--- src/rtl/core/btlv_pkg.sv ---
`timescale 1ns / 1ps
package btlv_pkg;

  // width of the bytes-left count that is honoured
  localparam int unsigned LEN_BITS = 24;
  localparam logic [23:0] LEFT_MASK = 24'((64'd1 << LEN_BITS) - 64'd1);

  // parser phases
  localparam logic [1:0] PH_IDLE      = 2'd0;
  localparam logic [1:0] PH_TAG       = 2'd1;
  localparam logic [1:0] PH_LEN_FIRST = 2'd2;
  localparam logic [1:0] PH_LEN_BYTES = 2'd3;

  localparam logic [4:0] TAG_HIGH_FORM = 5'h1f;
  localparam logic [7:0] LEN_INDEFINITE = 8'h80;

  typedef struct packed {
    logic [7:0]  data_byte;
    logic        start_req;
    logic [23:0] bytes_left;
  } item_t;

  typedef struct packed {
    logic        constructed;
    logic [31:0] tag_number;
    logic [23:0] content_length;
    logic [7:0]  header_length;
    logic        parse_error;
  } result_t;

  typedef struct packed {
    logic    valid;
    result_t res;
  } res_beat_t;

endpackage

--- src/rtl/core/btlv_if.sv ---
`timescale 1ns / 1ps
// input byte channel
interface btlv_in_if;
  logic        valid;
  logic        ready;
  logic [7:0]  data_byte;
  logic        start_req;
  logic [23:0] bytes_left;

  modport source (output valid, output data_byte, output start_req, output bytes_left,
                  input ready);
  modport sink (input valid, input data_byte, input start_req, input bytes_left,
                output ready);
endinterface

// result channel
interface btlv_out_if;
  logic        valid;
  logic        ready;
  logic        constructed;
  logic [31:0] tag_number;
  logic [23:0] content_length;
  logic [7:0]  header_length;
  logic        parse_error;

  modport source (output valid, output constructed, output tag_number,
                  output content_length, output header_length, output parse_error,
                  input ready);
  modport sink (input valid, input constructed, input tag_number,
                input content_length, input header_length, input parse_error,
                output ready);
endinterface

--- src/rtl/core/btlv_decoder.sv ---
`timescale 1ns / 1ps
module btlv_decoder (
  input  logic               clk,
  input  logic               rst_n,
  input  logic               step,
  input  btlv_pkg::item_t    item,
  output btlv_pkg::res_beat_t beat
);

  logic [1:0]  phase_r,   phase_nxt;
  logic [31:0] tag_r,     tag_nxt;
  logic        cons_r,    cons_nxt;
  logic [31:0] len_acc_r, len_acc_nxt;
  logic [6:0]  due_r,     due_nxt;
  logic [7:0]  hcount_r,  hcount_nxt;

  logic [23:0] left;
  logic        last;
  logic [23:0] remaining;
  logic [7:0]  hcount_inc;
  logic [7:0]  b;
  logic        do_err;
  logic        do_done;
  logic        len_bad;
  logic [23:0] len_clamped;

  always_comb begin
    b          = item.data_byte;
    left       = item.bytes_left & btlv_pkg::LEFT_MASK;
    last       = (left <= 24'd1);
    remaining  = last ? 24'd0 : left - 24'd1;
    hcount_inc = (hcount_r == 8'hff) ? hcount_r : hcount_r + 8'd1;

    phase_nxt   = phase_r;
    tag_nxt     = tag_r;
    cons_nxt    = cons_r;
    len_acc_nxt = len_acc_r;
    due_nxt     = due_r;
    hcount_nxt  = hcount_r;
    do_err      = 1'b0;
    do_done     = 1'b0;

    if (item.start_req) begin
      if (left < 24'd2) begin
        do_err = 1'b1;
      end else begin
        cons_nxt    = b[5];
        hcount_nxt  = 8'd1;
        len_acc_nxt = '0;
        due_nxt     = '0;
        if (b[4:0] == btlv_pkg::TAG_HIGH_FORM) begin
          tag_nxt   = '0;
          phase_nxt = btlv_pkg::PH_TAG;
        end else begin
          tag_nxt   = {27'd0, b[4:0]};
          phase_nxt = btlv_pkg::PH_LEN_FIRST;
        end
      end
    end else begin
      unique case (phase_r)
        btlv_pkg::PH_TAG: begin
          hcount_nxt = hcount_inc;
          tag_nxt    = {tag_r[24:0], b[6:0]};
          if (!b[7]) phase_nxt = btlv_pkg::PH_LEN_FIRST;
          if (last) do_err = 1'b1;
        end
        btlv_pkg::PH_LEN_FIRST: begin
          hcount_nxt = hcount_inc;
          if (b == btlv_pkg::LEN_INDEFINITE) begin
            do_err = 1'b1;
          end else if (b[7]) begin
            len_acc_nxt = '0;
            due_nxt     = b[6:0];
            phase_nxt   = btlv_pkg::PH_LEN_BYTES;
            if (last) do_err = 1'b1;
          end else begin
            len_acc_nxt = {24'd0, b};
            do_done     = 1'b1;
          end
        end
        btlv_pkg::PH_LEN_BYTES: begin
          hcount_nxt  = hcount_inc;
          len_acc_nxt = {len_acc_r[23:0], b};
          due_nxt     = (due_r != 7'd0) ? due_r - 7'd1 : 7'd0;
          if (due_nxt == 7'd0) do_done = 1'b1;
          else if (last) do_err = 1'b1;
        end
        default: begin
        end
      endcase
    end

    // long form with the top bit set is refused
    len_bad     = do_done && len_acc_nxt[31];
    len_clamped = (len_acc_nxt > {8'd0, remaining}) ? remaining : len_acc_nxt[23:0];

    if (do_err || do_done) phase_nxt = btlv_pkg::PH_IDLE;

    beat.valid = step && (do_err || do_done);
    if (do_err || len_bad) begin
      beat.res = '0;
      beat.res.parse_error = 1'b1;
    end else begin
      beat.res.constructed    = cons_nxt;
      beat.res.tag_number     = tag_nxt;
      beat.res.content_length = len_clamped;
      beat.res.header_length  = hcount_nxt;
      beat.res.parse_error    = 1'b0;
    end
  end

  always_ff @(posedge clk) begin
    if (!rst_n) begin
      phase_r   <= btlv_pkg::PH_IDLE;
      tag_r     <= '0;
      cons_r    <= 1'b0;
      len_acc_r <= '0;
      due_r     <= '0;
      hcount_r  <= '0;
    end else if (step) begin
      phase_r   <= phase_nxt;
      tag_r     <= tag_nxt;
      cons_r    <= cons_nxt;
      len_acc_r <= len_acc_nxt;
      due_r     <= due_nxt;
      hcount_r  <= hcount_nxt;
    end
  end

endmodule

--- src/rtl/core/btlv_out_reg.sv ---
`timescale 1ns / 1ps
module btlv_out_reg (
  input  logic                clk,
  input  logic                rst_n,
  input  btlv_pkg::res_beat_t load,
  output logic                free,
  btlv_out_if.source          out_ch
);

  logic              valid_r, valid_nxt;
  btlv_pkg::result_t res_r;

  assign free      = !valid_r || out_ch.ready;
  assign valid_nxt = load.valid || (valid_r && !out_ch.ready);

  always_ff @(posedge clk) begin
    if (!rst_n) begin
      valid_r <= 1'b0;
    end else begin
      valid_r <= valid_nxt;
    end
  end

  always_ff @(posedge clk) begin
    if (load.valid) begin
      res_r <= load.res;
    end
  end

  assign out_ch.valid          = valid_r;
  assign out_ch.constructed    = res_r.constructed;
  assign out_ch.tag_number     = res_r.tag_number;
  assign out_ch.content_length = res_r.content_length;
  assign out_ch.header_length  = res_r.header_length;
  assign out_ch.parse_error    = res_r.parse_error;

endmodule

--- src/rtl/core/ber_tlv_header_parser.sv ---
`timescale 1ns / 1ps
// a header result passes the input register, then the result register, after its last byte
// throughput: one byte per cycle while results drain, set by the single-pass byte decoder
// a waiting result stalls input only once the input register is also full
// reset: synchronous, active low; parser idles, no result beat pending
module ber_tlv_header_parser (
  input  logic       clk,
  input  logic       rst_n,
  btlv_in_if.sink    in_ch,
  btlv_out_if.source out_ch
);

  // input register, one byte deep
  logic            s1_valid_r, s1_valid_nxt;
  btlv_pkg::item_t s1_item_r;

  // decoder to result register
  btlv_pkg::res_beat_t dec_beat;
  logic                out_free;
  logic                s1_go;
  logic                in_take;

  // the byte moves on as soon as the result register can take whatever it makes
  assign s1_go        = s1_valid_r && out_free;
  assign in_ch.ready  = !s1_valid_r || s1_go;
  assign in_take      = in_ch.valid && in_ch.ready;
  assign s1_valid_nxt = in_take || (s1_valid_r && !s1_go);

  always_ff @(posedge clk) begin
    if (!rst_n) begin
      s1_valid_r <= 1'b0;
    end else begin
      s1_valid_r <= s1_valid_nxt;
    end
  end

  // payload needs no reset
  always_ff @(posedge clk) begin
    if (in_take) begin
      s1_item_r.data_byte  <= in_ch.data_byte;
      s1_item_r.start_req  <= in_ch.start_req;
      s1_item_r.bytes_left <= in_ch.bytes_left;
    end
  end

  // header state machine and accumulators, stepped once per byte
  btlv_decoder u_decoder (
    .clk   (clk),
    .rst_n (rst_n),
    .step  (s1_go),
    .item  (s1_item_r),
    .beat  (dec_beat)
  );

  // result register, one beat deep
  btlv_out_reg u_out_reg (
    .clk    (clk),
    .rst_n  (rst_n),
    .load   (dec_beat),
    .free   (out_free),
    .out_ch (out_ch)
  );

endmodule

--- src/flat_wrapper.sv ---
// flat-port wrapper written by rule: the top's interface ports become plain ports
module ber_tlv_header_parser_flat 
  (clk, rst_n, in_ch_valid, in_ch_data_byte, in_ch_start_req, in_ch_bytes_left, in_ch_ready, out_ch_valid, out_ch_constructed, out_ch_tag_number, out_ch_content_length, out_ch_header_length, out_ch_parse_error, out_ch_ready);
  btlv_in_if in_ch_i ();
  btlv_out_if out_ch_i ();
  input  logic clk;
  input  logic rst_n;
  input wire logic [$bits(in_ch_i.valid)-1:0] in_ch_valid;
  input wire logic [$bits(in_ch_i.data_byte)-1:0] in_ch_data_byte;
  input wire logic [$bits(in_ch_i.start_req)-1:0] in_ch_start_req;
  input wire logic [$bits(in_ch_i.bytes_left)-1:0] in_ch_bytes_left;
  output wire logic [$bits(in_ch_i.ready)-1:0] in_ch_ready;
  output wire logic [$bits(out_ch_i.valid)-1:0] out_ch_valid;
  output wire logic [$bits(out_ch_i.constructed)-1:0] out_ch_constructed;
  output wire logic [$bits(out_ch_i.tag_number)-1:0] out_ch_tag_number;
  output wire logic [$bits(out_ch_i.content_length)-1:0] out_ch_content_length;
  output wire logic [$bits(out_ch_i.header_length)-1:0] out_ch_header_length;
  output wire logic [$bits(out_ch_i.parse_error)-1:0] out_ch_parse_error;
  input wire logic [$bits(out_ch_i.ready)-1:0] out_ch_ready;
  assign in_ch_i.valid = in_ch_valid;
  assign in_ch_i.data_byte = in_ch_data_byte;
  assign in_ch_i.start_req = in_ch_start_req;
  assign in_ch_i.bytes_left = in_ch_bytes_left;
  assign in_ch_ready = in_ch_i.ready;
  assign out_ch_valid = out_ch_i.valid;
  assign out_ch_constructed = out_ch_i.constructed;
  assign out_ch_tag_number = out_ch_i.tag_number;
  assign out_ch_content_length = out_ch_i.content_length;
  assign out_ch_header_length = out_ch_i.header_length;
  assign out_ch_parse_error = out_ch_i.parse_error;
  assign out_ch_i.ready = out_ch_ready;
  ber_tlv_header_parser u_core (.clk(clk), .rst_n(rst_n), .in_ch(in_ch_i), .out_ch(out_ch_i));
endmodule
--- config.mk ---
export PLATFORM = sky130hd
export DESIGN_NAME = ber_tlv_header_parser_flat
export DESIGN_NICKNAME = d
export VERILOG_FILES = /design/src/rtl/core/btlv_pkg.sv /design/src/rtl/core/btlv_if.sv /design/src/rtl/core/btlv_decoder.sv /design/src/rtl/core/btlv_out_reg.sv /design/src/rtl/core/ber_tlv_header_parser.sv /design/src/flat_wrapper.sv
export SDC_FILE = /design/constraint.sdc
export NUM_CORES = 1
export LEC_CHECK = 0
export BUFFER_PORTS_ARGS = -buffer_cell sky130_fd_sc_hd__buf_2
export CORE_MARGIN = 5
export CORE_UTILIZATION = 35
export DETAILED_ROUTE_END_ITERATION = 10
export GPL_TIMING_DRIVEN = 0
export PLACE_DENSITY = 0.65
export SYNTH_ARGS = -nofsm -noshare
export SYNTH_HDL_FRONTEND = slang
export SYNTH_SLANG_ARGS = --single-unit
--- constraint.sdc ---
create_clock -name clk -period 5.8 [get_ports clk]
set_input_delay 1.16 -clock clk [delete_from_list [all_inputs] [get_ports clk]]
set_output_delay 1.16 -clock clk [all_outputs]
set_load 0.005 [all_outputs]
# Yosys cells after proc, flatten, opt, wreduce, memory -nomap -nowiden
# Cells that the tools add are included.
# classes
addsub	3
order_cmp	3
n_eq_ne	13
mux	44
n_reduce_logical	23
# op_table
operator	n
32-bit two-way mux	6
32-bit one-hot mux with 2 select lines	1
24-bit two-way mux	2
7-bit two-way mux	6
32-bit by 24-bit > comparator with 1-bit output	1
8-bit two-way mux	4
24-bit by 1-bit <= comparator with 1-bit output, second input constant	1
24-bit by 2-bit < comparator with 1-bit output, second input constant	1
24-bit by 1-bit subtractor with 24-bit output, second input constant	1
8-bit == test, second input constant	2
2-bit two-way mux	7
7-bit one-hot mux with 2 select lines	1
1-bit two-way mux	13
8-bit by 1-bit adder with 8-bit output, second input constant	1
7-bit logical NOT	1
7-bit nonzero test	1
7-bit by 1-bit subtractor with 7-bit output, second input constant	1
1-bit logical AND	6
1-bit logical OR	6
6-bit AND reduction	1
5-bit == test, second input constant	1
5-bit two-way mux	1
5-bit AND reduction	1
2-bit == test, second input constant	2
other kinds (15)	18
# word_totals
register_bits	183
input_bits	37
output_inout_bits	68
elab_cells	102

# Depth between registers and ports, before layout
# Gate-level depths: netlist of the first run.
# logic_depth
depth_word	9
ltp_mapped	18
depth_no_buf	15

# Modules after synthesis
# From an unflattened synthesis of the first run, not the netlist that was laid out.
# unflattened
hier_cells	953
area_unflattened_um2	9345.2
# by_module_without_submodules
module	instances	cells_per_inst	area_per_inst_um2	seq_area_each_um2
btlv_decoder	1	844	6258.5	1641.6
btlv_out_reg	1	70	2030.7	2001.9
ber_tlv_header_parser	1	39	1056.0	1011.0

# Worst setup path after synthesis of the first run
# Ideal clock, no wire load.
# synth_path
kind	register to register
start	register u_core.s1_item_r[18] (netlist bit)
end	register u_core.u_out_reg.res_r (netlist bit u_core.u_out_reg.out_ch.constructed) (enable)
setup_ns	0.512
arrival_time_ns	5.152
required_ns	5.288
path_slack_ns	0.136
stages_incl_launch_ff	6
path_buffers	0
period_less_slack_ns	5.664
cell_sequence	edfxtp_1 or4_4 or2_1 o41ai_2 o311ai_1 a21oi_1
# synth_lines
element	line_no	text
start, declared	ber_tlv_header_parser.sv:15	btlv_pkg::item_t s1_item_r;
end signal, assigned	btlv_out_reg.sv:26	res_r <= load.res;
end, declared	btlv_out_reg.sv:11	btlv_pkg::result_t res_r;

# Worst setup path after layout of the first run
# layout_path
start	register u_core.s1_item_r[4] (netlist bit)
end	register u_core.u_out_reg.res_r (netlist bit u_core.u_out_reg.out_ch.content_length[2]) (data pin)
# layout_between
elab_cells_between_ends	17
classes_between	add/sub: 1; order compare: 3; mux: 11; reduce/logical: 2
# layout_lines
element	line_no	text
24-bit by 2-bit < comparator with 1-bit output	btlv_decoder.sv:44	if (left < 24'd2) begin
32-bit two-way mux	btlv_decoder.sv:44	
32-bit two-way mux	btlv_decoder.sv:43	if (item.start_req) begin
via u_core.u_decoder.len_acc_nxt[14]	btlv_decoder.sv:13	logic [31:0] len_acc_r, len_acc_nxt;
32-bit by 24-bit > comparator with 1-bit output	btlv_decoder.sv:95	len_clamped = (len_acc_nxt > {8'd0, remaining}) ? remaining : len_acc_nxt[23:0];
24-bit two-way mux	btlv_decoder.sv:95	
# The timed path passes the listed nets, and every way through them passes these cells.
# A chain may end at the register's enable or synchronous reset.

==> impl_results.md, run 1 <==
- Area of the multi-input gates: slightly above 0.004 sq mm
- Critical R2R Capture: u_core.u_out_reg.out_ch.content_length[2]
- Setup ws final: around 0.64 ns
- Core Footprint: 0.02533 sq mm
- Clk slew on worst S/H paths: roughly 0.070 ns
- Int Pwr: slightly above 2000 uW
- Critical Setup Path Class: register to register
- Chip height: between 150 and 200 um
- Count of cell types in the netlist: 65
- Crit-path max cell delay: around 0.64 ns
- Register area: between 0.004 and 0.005 sq mm
- Pleak: roughly 0.0037 uW
- First-pass GRT wire length: about 38,000 um
- R2R setup slack: ~0.64 ns
- Fill cell count: between 2,000 and 2,500
- Synth Warn #: 0
- Max-slew violation count: 0
- Share of cells above drive strength 1: 0.1690
- FF+latch count, synth: about 180
- WHS Endpoint: u_core.u_decoder.cons_r
- Peak supply drop: about 0.14 mV
- Crit-path cells: nor4_2 > and3_1 > clkbuf_1 > a21boi_1 > a21oi_2 > buf_2 > a22o_1 > ha_1 > nand4_1 > or4_1 > nor3_1 > a21oi_1 > a21oi_1 > buf_2 > buf_1 > nand3b_1 > o31ai_1
- Initial Util: 0.3577
- DRC: 0
- Worst-Margin Slew: between 0.9 and 1 ns
- Vias after detailed routing: about 7,400
- Hold path cells: 2
- Htree depth: 4
- Clock Power Share: 0.425
- Worst Setup End Kind: register
- Crit path DAT: approximately 5.4 ns
- GPL Wtd Cong: roughly 0.9
- CTS Root Cell: clkbuf_16
- Vias/cell: 5.343
- Register area share after synthesis: 0.5138
- Cells after DPL: 1,351
- Global-route usage over all layers: 0.1639
- Max_slew headroom: 0.3349
- Gr busiest metal: met2
- CP max-delay cell: nor4_2
- Worst Path Max Fanout: 10
- GR Overflow Total: 0
- Comb pwr share: 0.065
- TritonCTS Buffers: 17
- Reg2reg start: u_core.s1_item_r[4]
- Setup Buffers After CTS: 0
- # rows: 58
- N_diodes: 0
- Final setup violation count: 0
- Die W: roughly 170 um
- Gate count of the mapped netlist: 916
- EDFF count, synth: 99
- Dominant synthesized flop cell: edfxtp_1
- Post-CTS Hold Buffers: 0
- Final std cells w/o fill: ~1,400
- IO Port Bufs: about 100
- Switching power: about 740 uW
- # resized after CTS: 0
- Number of global-route vias before repair: roughly 7,000
- Syn_nets: slightly below 1,000
- Delay-heaviest family, CP: simple AND/OR/NAND/NOR gates
- Pre-CTS setup slack: between 0.7 and 0.8 ns
- Max cap viols: 0
- Detailed Place HPWL: 17,490 um
- Status: completed
- Crit path buffers/inverters: 4
- Clk Latency, worst-skew pair: between 0.4 and 0.5 ns
- Final Hold Vio Count: 0
- Required @ worst endpoint: ~6 ns
- Cell Area, Synth: between 0.009 and 0.01 sq mm
- Fmax: 0.1938 GHz
- Total Power: 2784 uW
- Final wirelength: 23,880 um
- Met3 GRT Util: 0.02773
- 1st-iter DRT viols: 720
- Initial antenna violation count: 0
- CTS tree: done
- CP startpoint kind: register
- M2 GR Usage: 0.2452
- I/O pins: ~110
- Fin nets: roughly 1,100
- Met1 usage: 0.2443
- Pre-Repair DR Iteration Count: 5
- PwrDens: approximately 260 mW/mm^2
- Largest net degree at the start of global routing: 34
- Max Root-Sink Buffers: 2
- R2R cell count: 17
- Hold Path Class: register to register
- Syn_area_per_cell: between 9 and 10 sq um
- Final Cycle Share: 0.8897
- Clk_skew: 0.01223 ns
- Seq pwr share: 0.510
- Sw frac: 0.2643
- Syn-to-layout area delta: 17.73%
- Hold Crit Start: u_core.u_decoder.cons_r
- Clock sinks: 183
- Minimum clock period: slightly above 5 ns
- DR WL/cell: 17.26 um
- Share of synthesized registers carrying an async set or reset: 0
- DIE AREA: about 0.029 sq mm
- Number of routed nets with antenna violations: 0
- RSZ-0062 raised after global routing: false
[per-layer routing]
layer	part of all wire	vias to the layer above	routed length, um
li1	-	3605	-
met1	0.47	3493	11300
met2	0.45	254	10630
met3	0.064	38	1540
met4	0.017	0	403
met5	0	-	0
[cell families (layout without fill, tap and decap cells)]
group | after synthesis | after routing | synth area share
and+or+nand+nor | 374 | 374 | 0.2105
AOI/OAI and AO/OA | 235 | 235 | 0.1768
DFF | 183 | 183 | 0.5138
buffers and inverters | 67 | 204 | 0.03094
adders and majority gates | 29 | 29 | 0.04006
xor gates and xnor gates | 24 | 24 | 0.02320
muxes | 4 | 4 | 0.004696
[power by group through the flow]
stage          registers (uW)  clock network, uW  logic [uW]
6_report                 1420               1180         182
5_1_grt                  1420               1260         202
4_1_cts                  1420               1210         181
3_5_place_dp             1450                  0         180
3_3_place_gp             1450                  0         175
2_1_floorplan            1440                  0         115
[worst max-delay path by stage]
stage	slack [ns]	cells past startpoint	endpoint	startpoint
floorplan	0.14	5	u_core.u_out_reg.out_ch.constructed	u_core.s1_item_r[18]
finish	0.64	17	u_core.u_out_reg.out_ch.content_length[2]	u_core.s1_item_r[4]
global placement	-2.19	5	u_core.u_out_reg.out_ch.tag_number[18]	u_core.s1_item_r[4]
global route	0.23	17	u_core.u_out_reg.out_ch.content_length[17]	u_core.s1_item_r[4]
detailed placement	0.78	17	u_core.u_out_reg.out_ch.content_length[2]	u_core.s1_item_r[4]
CTS	0.72	17	u_core.u_out_reg.out_ch.content_length[2]	u_core.s1_item_r[4]
[synthesized netlist by cell type, drive strengths merged (3+ instances only)]
library cell	instances	area [sq um]
a21o	3	22.52
nor2	61	231.5
a221oi	3	26.28
nand3	7	35.03
nor3	19	95.09
a22oi	53	397.9
nor3b	14	105.1
nand4	10	62.56
or3	8	50.05
inv	12	45.04
xor2	18	157.7
or4	5	41.29
nand2	132	495.5
nand3b	15	112.6
dfxtp	84	1682
nor2b	53	331.6
o21ai	30	153.9
clkbuf	37	138.9
a21boi	13	97.60
edfxtp	99	2973
a31oi	4	25.02
a22o	22	192.7
a21oi	66	334.1
a32o	3	30.03
ha	29	362.9
nand2b	10	62.56
xnor2	6	52.55
nor4	9	75.08
or2	13	81.34
and3	3	18.77
a32oi	8	70.07
and2	9	56.30
buf	18	96.35
o31ai	14	105.1
[tightest hold or removal path, delay by kind of cell (launching register included)]
family             cells  cell delay (ns)
DFF                    1             0.31
AOI/OAI and AO/OA      2             0.13
[registers in the layout, indices dropped and copies added, names as in the netlist]
register and cells:
u_core.u_decoder.phase_r 2, u_core.u_out_reg.out_ch.constructed 1, u_core.u_out_reg.out_ch.header_length 8, u_core.u_decoder.len_acc_r 32
u_core.u_decoder.tag_r 32, u_core.u_out_reg.out_ch.content_length 24, u_core.u_out_reg.out_ch.valid 1, u_core.s1_valid_r 1
u_core.u_out_reg.out_ch.tag_number 32, u_core.u_decoder.due_r 7, u_core.s1_item_r 33, u_core.u_decoder.hcount_r 8
u_core.u_decoder.cons_r 1, u_core.u_out_reg.out_ch.parse_error 1
[cells in the final DEF (no fill, tap or decap), types with 26 or more instances in the layout]
| master | n |
|---|---|
| nor2b_1 | 53 |
| dfxtp_1 | 84 |
| clkbuf_1 | 37 |
| a21oi_1 | 64 |
| o21ai_0 | 26 |
| edfxtp_1 | 99 |
| nor2_1 | 60 |
| a22oi_1 | 53 |
| nand2_1 | 132 |
| ha_1 | 29 |
| buf_2 | 117 |
[layout make-up]
cell class              instances  share of cell area
plain buffers                  55             0.02206
clock buffers                  17             0.03989
clock inverters                15             0.01807
inverters                      12            0.004223
multi-input cells             666              0.3878
flip-flops and latches        183              0.4364
well taps                     330             0.03871
repair buffers                105             0.05279
[through the flow]
| stage | instance area, sq um | utilization | hold slack (ns) | setup TNS [ns] |
|---|---|---|---|---|
| finish | 10670 | 0.4211 | 0.4831 | 0 |
| global route | 10670 | 0.4211 | 0.5233 | 0 |
| floorplan | 9059 | - | 0.4566 | 0 |
| global placement | 9987 | 0.3943 | 0.4683 | -144.55 |
| CTS | 10670 | 0.4211 | 0.4864 | 0 |
| detailed placement | 10050 | 0.3967 | 0.4757 | 0 |
(Power assumes the default switching activity.)
==> run 2: changes to the inputs <==
- PLACE_DENSITY: 0.65 -> 0.63
- clock period: 5.8 -> 5 ns (I/O delays scaled with it)
==> impl_results.md, run 2 (synthesis gave the netlist of run 1 again) <==
- Status: completed (unchanged)
- Clock sinks: 183 (unchanged)
- Hold_ws: 0.4860 ns (was 0.4831 ns)
- Seq pwr share: 0.504 (was 0.510)
- Hold path cells: 2 (unchanged)
- Hold Crit Start: u_core.u_decoder.cons_r (unchanged)
- Largest net degree at the start of global routing: 34 (unchanged)
- Final wirelength: 24,330 um (was 23,880 um)
- Clk Latency, worst-skew pair: 0.45 ns (was 0.44 ns)
- Worst Path Max Fanout: 10 (unchanged)
- Crit-path max cell delay: 0.64 ns (about the same)
- Clock Power Share: 0.431 (was 0.425)
- Initial Util: 0.3577 (unchanged)
- Crit-path cells: or4_1 > nor4_4 > a21boi_1 > a21oi_2 > buf_6 > a22o_1 > ha_1 > nand4_1 > or4_1 > nor3_1 > a21oi_1 > a21oi_1 > clkbuf_4 > clkbuf_2 > nand3b_1 > o31ai_1 (was nor4_2 > and3_1 > clkbuf_1 > a21boi_1 > a21oi_2 > buf_2 > a22o_1 > ha_1 > nand4_1 > or4_1 > nor3_1 > a21oi_1 > a21oi_1 > buf_2 > buf_1 > nand3b_1 > o31ai_1)
- Number of routed nets with antenna violations: 0 (unchanged)
- Max_slew headroom: 0.3719 (was 0.3349)
- Share of cells above drive strength 1: 0.1786 (was 0.1690)
- Htree depth: 4 (unchanged)
- Sw frac: 0.2698 (was 0.2643)
- Vias/cell: 5.397 (was 5.343)
- Pre-Repair DR Iteration Count: 5 (unchanged)
- Post-CTS Hold Buffers: 0 (unchanged)
- Vias after detailed routing: 7,491 (was 7,390)
- Crit path DAT: 4.99 ns (was 5.38 ns)
- Setup ws final: 0.2539 ns (was 0.6398 ns)
- R2R setup slack: 0.25 ns (was 0.64 ns)
- Commonest cells after routing, fill and taps aside: 132 x nand2_1, 112 x buf_2, 99 x edfxtp_1 (was 132 x nand2_1, 117 x buf_2, 99 x edfxtp_1)
- Detailed Place HPWL: 17,780 um (was 17,490 um)
- IO Port Bufs: 103 (unchanged)
- Core Footprint: 0.02533 sq mm (unchanged)
- Critical Setup Path Class: register to register (unchanged)
- Clk slew on worst S/H paths: 0.08 ns (was 0.07 ns)
- DIE AREA: 0.02920 sq mm (unchanged)
- Register area: 0.004654 sq mm (unchanged)
- DR WL/cell: 17.53 um (was 17.26 um)
- WHS Endpoint: u_core.u_decoder.cons_r (unchanged)
- Hold Path Class: register to register (unchanged)
- Int Pwr: 2391 uW (was 2048 uW)
- Worst-Margin Slew: 0.9366 ns (was 0.9917 ns)
- CTS Root Cell: clkbuf_16 (unchanged)
- Initial antenna violation count: 0 (unchanged)
- Critical R2R Capture: u_core.u_out_reg.out_ch.content_length[10] (was u_core.u_out_reg.out_ch.content_length[2])
- Fin nets: 1,111 (was 1,106)
- Number of flip-flops in the largest register: 33 (unchanged)
- Peak supply drop: 0.1897 mV (was 0.1441 mV)
- Chip height: 170.9 um (unchanged)
- Number of global-route vias before repair: 7,059 (was 6,995)
- N_diodes: 0 (unchanged)
- GR Overflow Total: 0 (unchanged)
- First-pass GRT wire length: 39,020 um (was 37,940 um)
- Global-route usage over all layers: 0.1682 (was 0.1639)
- Post-DP Area: 0.01004 sq mm (was 0.01005 sq mm)
- CP max-delay cell: or4_1 (was nor4_2)
- Required @ worst endpoint: 5.25 ns (was 6.02 ns)
- PwrDens: 303.9 mW/mm^2 (was 261.1 mW/mm^2)
- Fmax: 0.2107 GHz (was 0.1938 GHz)
- Minimum clock period: 4.746 ns (was 5.160 ns)
- Comb pwr share: 0.066 (was 0.065)
- Max-slew violation count: 0 (unchanged)
- Fill cell count: 2,471 (was 2,441)
- Switching power: 883.5 uW (was 735.8 uW)
- DRC: 0 (unchanged)
- Syn-to-layout area delta: 18.98% (was 17.73%)
- Worst Setup End Kind: register (unchanged)
- Area of the multi-input gates: 0.004180 sq mm (was 0.004136 sq mm)
- CTS tree: done (unchanged)
- Die W: 170.9 um (unchanged)
- Max Root-Sink Buffers: 2 (unchanged)
- CP startpoint kind: register (unchanged)
- Most common cell after layout, fill and taps aside: nand2_1 (unchanged)
- R2R cell count: 16 (was 17)
- Pleak: 0.003781 uW (was 0.003711 uW)
- Crit path buffers/inverters: 3 (was 4)
- TritonCTS Buffers: 17 (unchanged)
- Delay-heaviest family, CP: simple AND/OR/NAND/NOR gates (unchanged)
- Post-route design area: 0.01078 sq mm (was 0.01067 sq mm)
- # rows: 58 (unchanged)
- Final Cycle Share: 0.9492 (was 0.8897)
- Final Hold Vio Count: 0 (unchanged)
- Reg2reg start: u_core.s1_item_r[16] (was u_core.s1_item_r[4])
- Reg with most FFs: u_core.s1_item_r (unchanged)
- I/O pins: 105 (unchanged)
- Pre-CTS setup slack: -0.04306 ns (was 0.7752 ns)
- Final setup violation count: 0 (unchanged)
- Clk_skew: 0.01858 ns (was 0.01223 ns)
- Max cap viols: 0 (unchanged)
- 1st-iter DRT viols: 624 (was 720)
- GPL Wtd Cong: 0.8953 (was 0.9198)
==> run 2: changes by cell type in the layout (fill, tap and decap cells not counted), sizes merged <==
cell,previous run,this run
clkbuf,54,57
buf,123,125
clkinv,7,6
clkinvlp,1,0
inv,19,21
==> run 2: timing repair <==
action                     4_1_cts  5_1_grt
pin swaps                        0        3
buffers inserted                 0        6
setup endpoints to repair       12       24
resized for setup                3       16
==> run 2: power groups by stage <==
stage          Sequential [uW]  Clock (uW)  Combinational, uW
2_1_floorplan             1670           0                134
3_3_place_gp              1680           0                204
3_5_place_dp              1680           0                209
4_1_cts                   1650        1440                211
5_1_grt                   1650        1500                239
6_report                  1650        1410                215
==> run 2: cell type report <==
class                      instances  share of cell area
tap                              330             0.03831
inverter                          12            0.004179
sequential                       183              0.4319
clock buffer                      17             0.03947
multi-input combinational        666              0.3879
timing repair buffer             111             0.05572
buffer                            54             0.02345
clock inverter                    15             0.01915
==> run 2: layer usage <==
layer  global-route usage  vias to the layer above  wire (um)
met5                    0                        -          0
met2               0.2589                      271      10770
met1               0.2457                     3573      11550
met4              0.04340                        0        337
li1                     -                     3621          -
met3              0.03027                       26       1665
==> run 2: worst max path at each step <==
stage | startpoint | end | slack (ns) | cells past startpoint
2_1_floorplan | u_core.s1_item_r[18] | u_core.u_out_reg.out_ch.constructed | 0.80 | 5
3_3_place_gp | u_core.s1_item_r[4] | u_core.u_out_reg.out_ch.tag_number[5] | -0.72 | 5
3_5_place_dp | u_core.s1_item_r[4] | u_core.u_out_reg.out_ch.content_length[17] | -0.04 | 17
4_1_cts | u_core.s1_item_r[18] | u_core.u_out_reg.out_ch.content_length[17] | 0.06 | 16
5_1_grt | u_core.s1_item_r[16] | u_core.u_out_reg.out_ch.content_length[1] | -0.007 | 16
6_report | u_core.s1_item_r[16] | u_core.u_out_reg.out_ch.content_length[10] | 0.25 | 16
==> run 2: stage by stage <==
step | power (uW) | setup TNS (ns) | utilization | cells
2_1_floorplan | 1804 | 0 | - | 916
3_3_place_gp | 1886 | -47.59 | 0.3945 | 1349
3_5_place_dp | 1890 | -0.06979 | 0.3964 | 1351
4_1_cts | 3296 | 0 | 0.4224 | 1383
5_1_grt | 3390 | -0.007115 | 0.4256 | 1388
6_report | 3275 | 0 | 0.4256 | 1388
==> run 2: worst min-delay path: cells and delay by family, from the launching register on <==
kind	cells	cell delay (ns)
flops	1	0.31
compound gates	2	0.13
